**config.mk**
```make
export PLATFORM = sky130hd
export DESIGN_NAME = tcs_sqrt
export DESIGN_NICKNAME = d
export VERILOG_FILES = /design/src/rtl/tcs_pkg.sv /design/src/rtl/tcs_sqrt.sv
export SDC_FILE = /design/constraint.sdc
export NUM_CORES = 2
export LEC_CHECK = 0
export ABC_CLOCK_PERIOD_IN_PS = 6200
export BUFFER_PORTS_ARGS = -buffer_cell sky130_fd_sc_hd__buf_4
export CAP_MARGIN = 10
export CORE_MARGIN = 8
export CORE_UTILIZATION = 50
export CTS_BUF_LIST = sky130_fd_sc_hd__clkbuf_16
export DETAILED_ROUTE_END_ITERATION = 16
export GPL_TIMING_DRIVEN = 0
export PLACE_DENSITY_LB_ADDON = 0.12
export REMOVE_ABC_BUFFERS = 1
export SYNTH_ARGS = -nofsm -noshare
export SYNTH_HDL_FRONTEND = slang
export SYNTH_SLANG_ARGS = --single-unit
```
**constraint.sdc**
```tcl
create_clock -name clk -period 6.2 [get_ports clk]
set_input_delay 0.31 -clock clk [delete_from_list [all_inputs] [get_ports clk]]
set_output_delay 0.31 -clock clk [all_outputs]
set_load 0.005 [all_outputs]
```
**src/rtl/tcs_pkg.sv**
```systemverilog
// Shared widths, constants and pipeline bundle types for the circumsphere unit.
package tcs_pkg;

	localparam int CW     = 16;            // input coordinate width
	localparam int DW     = CW + 1;        // edge vector component
	localparam int XW     = 2 * DW + 1;    // cross product component
	localparam int SQW    = 2 * DW + 2;    // squared edge length, signed
	localparam int DPW    = 54;            // triple product and its terms
	localparam int NW     = 72;            // centre numerator
	localparam int GUARD  = 6;             // extra fraction bits of the offset
	localparam int NUMW   = NW + GUARD;    // divider dividend
	localparam int DENW   = DPW + 1;       // divider divisor, 2*|D|
	localparam int REMW   = DENW + 1;      // divider partial remainder
	localparam int QW     = 51;            // quotient bits kept, top one is the clamp
	localparam int OW     = 24;            // output field width
	localparam int MMW    = OW + GUARD;    // offset magnitude that enters the sum of squares
	localparam int SSW    = 2 * MMW + 2;   // sum of three squares
	localparam int SQN    = SSW / 2 + 1;   // square root stages
	localparam int RTW    = 2 * SQN - 1;   // square root working width
	localparam int RW     = 32;            // square root result
	localparam int RNDW   = QW - GUARD + 1;
	localparam int CENW   = RNDW + 2;
	localparam int THRW   = 63;

	localparam logic [THRW-1:0] THR_RESET = 63'd28147497671;

	typedef struct packed {
		logic                 valid;
		logic                 degen;
		logic [2:0]           neg;
		logic [2:0][CW-1:0]   p3;
	} side_t;

	typedef struct packed {
		side_t                side;
		logic [2:0][NUMW-1:0] num;
		logic [DENW-1:0]      den;
	} geo_t;

	typedef struct packed {
		side_t                side;
		logic [2:0][QW-1:0]   quo;
		logic [2:0]           ovf;
	} dres_t;

	typedef struct packed {
		logic                 valid;
		logic                 degen;
		logic                 rsat;
		logic [2:0][OW-1:0]   cen;
	} fin_t;

endpackage

```
**src/rtl/tcs_sqrt.sv**
```systemverilog
// Pipelined integer square root, one result bit per stage.
module tcs_sqrt (
	input  logic                     clk,
	input  logic                     arst_n,
	input  tcs_pkg::fin_t            in_fin,
	input  logic [tcs_pkg::SSW-1:0]  in_val,
	output tcs_pkg::fin_t            out_fin,
	output logic [tcs_pkg::RW-1:0]   root
);
	import tcs_pkg::*;

	typedef struct packed {
		fin_t            side;
		logic [SSW-1:0]  v;
		logic [RTW-1:0]  r;
	} sq_t;

	sq_t sq_s [SQN];

	for (genvar i = 0; i < SQN; i++) begin : g_stage
		localparam logic [RTW-1:0] BIT = RTW'(1) << (RTW - 1 - 2 * i);
		sq_t            prv;
		sq_t            nxt;
		logic [RTW-1:0] s;

		if (i == 0) begin : g_first
			always_comb begin
				prv.side = in_fin;
				prv.v    = in_val;
				prv.r    = '0;
			end
		end else begin : g_next
			assign prv = sq_s[i-1];
		end

		always_comb begin
			nxt = prv;
			s   = prv.r + BIT;
			if (RTW'(prv.v) >= s) begin
				nxt.v = prv.v - SSW'(s);
				nxt.r = (prv.r >> 1) + BIT;
			end else begin
				nxt.r = prv.r >> 1;
			end
		end

		always_ff @(posedge clk or negedge arst_n) begin
			if (!arst_n)
				sq_s[i] <= '0;
			else
				sq_s[i] <= nxt;
		end
	end

	assign out_fin = sq_s[SQN-1].side;
	assign root    = sq_s[SQN-1].r[RW-1:0];

endmodule

```
==> metrics.yaml <==
synth_warnings: 0
dp_hpwl_mm: 233
drc: 0
final_nets: 12900
gr-total-overflow: 0
cap_violations: 1
clock_path_buffers: 4
rsz0062_at_grt: "false"
grt_pass1_wl_mm: 533
cts-buffers-inserted: 462
die_y_um: 586
hold_viol: 0
n_fill_cell: 25000
path_class: "in -> async"
synth.distinct_cells: 90
path_delay_family: "buffers and inverters"
avgSynthCellArea_um2: 14.3
cpMostUsedCell: "buf_16"
wl_per_cell_um: 19.8
slew_headroom_pct: -0.474
initial_core_util_pct: 50.2
num_rows: 209
numPortBuffers: 244
slowest_delay_ps: 650
cts_resized: 0
worstSetupEndpointType: "asynchronous set/reset pin"
stdcell_count: 17000
synthesis.area_mm2: 0.162
async_flop_share_pct: 100
vias_per_cell: 5.17
cts_tree: "done"
antenna_found_initial: 31
ys_ff_latch: 4818
path_cells: "dlygate4sd3_1 -> dlygate4sd3_1 -> buf_16 -> buf_16 -> buf_16 -> buf_16 -> buf_16 -> buf_16 -> buf_16 -> clkbuf_16"
cts_root_buf: "clkbuf_16"
fin_skew_ps: 118
fmax_ghz: 0.189
violations: "capacitance limit, slew limit"
grt_pass1_vias: 92600
period_needed_ps: 5300
maxSlewViolCount: 1
period_share_pct: 85.4
cp_slowest_cell: "buf_16"
fin_util_pct: 58.3
cp.buffers_inverters: 10
wirelength_mm: 336
cts_sinks: 4818
irDropWorstVdd_v: 0.000424
final_layout_size_suffix_gt1_share_pct: 9.17
via_count: 87700
clk_latency_ps: 1010
drt_iter0_drc: 6242
critical_path_required_ps: 7280
synthFlopType: "dfrtp_1"
reg2reg_depth: 10
grt_max_degree: 201
crit_cells: 10
cp_max_fo: 191
seq_area_frac_synth_pct: 74.2
gp_congestion: 0.904
arrival_ps: 6380
h-tree-depth: 5
coreArea_mm2: 0.324
syn_inst: 11400
whs_path_depth: 0
die_w_um: 586
power.density_mw_per_mm2: 430
pin_count: 246
syn_to_final_growth_pct: 16.3
dr.pass1.iters: 5
dpl.cell_count: 15800
cp-start-kind: "input port"
p_leak_nw: 87.7
status: "finished, violations left"
cts.reportedPaths.clkPinSlew_ps: 60
dieArea_mm2: 0.343
synth_edf_count: 0
grt_usage_pct: 19.6
hold_class: "reg -> reg"
worst_pin_slew_ps: 1490
drt.antenna.violating_nets: 0
setup_viol: 0
[stage by stage]
step                power (mW)  hold slack [ps]  area (µm²)  setup TNS, ps  setup WS [ps]
finish                    81.1              267      189000              0            903
global route              85.4              265      189000              0           47.7
CTS                       82.0              253      189000              0            463
detailed placement        53.0              248      170000              0            308
global placement          52.8              331      169000              -         -52740
floorplan                 47.4             14.4      162000         -19770           -829
[synthesized netlist by cell type, drive strengths merged, types with 10 or more instances]
cell,number,area (µm²)
nor3,238,1190
nand3b,19,143
nor2,591,2220
or2,46,288
o21ai,411,2070
nand4b,16,140
or3,92,576
a221oi,13,114
and4b,12,120
nor4,309,1950
a21o,255,1910
nand4,146,913
o21a,98,736
mux2,81,912
nand3,130,651
a31o,11,96.3
o211ai,28,210
a21boi,20,150
xnor2,431,3770
mux2i,12,120
buf,32,151
nand2b,110,688
nor4b,46,418
o21bai,60,454
and4,25,219
ha,525,6570
and3,51,320
o31ai,46,345
a21oi,576,2880
inv,644,2420
and2,20,125
clkbuf,151,567
a211o,18,158
a211oi,38,285
a2111oi,14,125
nor2b,77,482
nor3b,10,80.1
or4,69,518
nand2,546,2050
xor2,380,3330
a31oi,51,319
dfrtp,4818,121000
[cell usage in the layout, fill, tap and decap left out, types with 255 or more instances in the layout]
| cell | synthesis | final |
|---|---|---|
| dfrtp_1 | 4818 | 4818 |
| inv_1 | 643 | 728 |
| nor2_1 | 591 | 591 |
| a21oi_1 | 576 | 575 |
| nand2_1 | 546 | 546 |
| ha_1 | 525 | 525 |
| clkbuf_16 | 0 | 469 |
| xnor2_1 | 431 | 431 |
| o21ai_0 | 404 | 403 |
| xor2_1 | 380 | 380 |
| nor4_1 | 308 | 307 |
| dlygate4sd3_1 | 0 | 276 |
| a21o_1 | 255 | 255 |
[final cells by class]
class                      count  area [µm²]  area share [%]
sequential                  4818      121000            63.9
multi-input combinational   5736       38800            20.6
clock buffer                 466       11700            6.18
timing repair buffer         581        5830            3.09
tap                         4325        5410            2.87
clock inverter               394        4040            2.14
inverter                     644        2420            1.28
antenna                       13        32.5          0.0172
[registers in the layout (all words and copies together) (netlist names)]
name and cells:
g_stage.prv 2387, g_stage.nxt 2325, out_fin 75, root 31
[where the power goes]
part           switching, mW  internal (mW)  leakage (nW)  total [mW]
logic                   7.92           5.58          24.8        13.5
registers               3.64           35.6          54.9        39.2
clock network           11.8           16.6          7.94        28.4
total                   23.4           57.7          87.7        81.1
[cells by family after synthesis]
group                    share of synthesized area [%]
multiplexers                                     0.636
AO/OA/AOI/OAI                                     6.58
adder cells (fa/ha/maj)                           4.05
XOR/XNOR                                          4.37
flip-flops                                        74.2
buffers and inverters                             1.93
AND/OR/NAND/NOR                                   8.18
other                                          0.00231
[per-layer routing]
metal | share of wire [%] | routed length, µm | vias to the layer above | track usage (%)
li1 | - | - | 40500 | -
met1 | 45 | 150000 | 44500 | 27.7
met2 | 47 | 159000 | 2143 | 31.8
met3 | 4.8 | 16000 | 631 | 2.91
met4 | 3.3 | 11100 | 4 | 6.17
met5 | 0.0092 | 31 | - | 0
[what timing repair did]
item | 4_1_cts | 5_1_grt
hold endpoints to repair | 670 | 0
setup buffers | 0 | 0
endpoints found under the setup margin | 0 | 582
hold buffers | 277 | 0
[final timing paths]
path / from / end / slack [ps]
setup reg to reg: g_stage[15].prv[34] / g_stage[16].prv[123] / 1240
min in group asynchronous: arst_n / g_stage[30].nxt[159] / 620
hold reg to reg: g_stage[12].nxt[188] / g_stage[13].nxt[188] / 270
setup / recovery: arst_n / g_stage[9].nxt[150] / 900
hold / removal: g_stage[12].nxt[188] / g_stage[13].nxt[188] / 270
max in group clk: g_stage[15].prv[34] / g_stage[16].prv[123] / 1240
(Power assumes the default switching activity.)
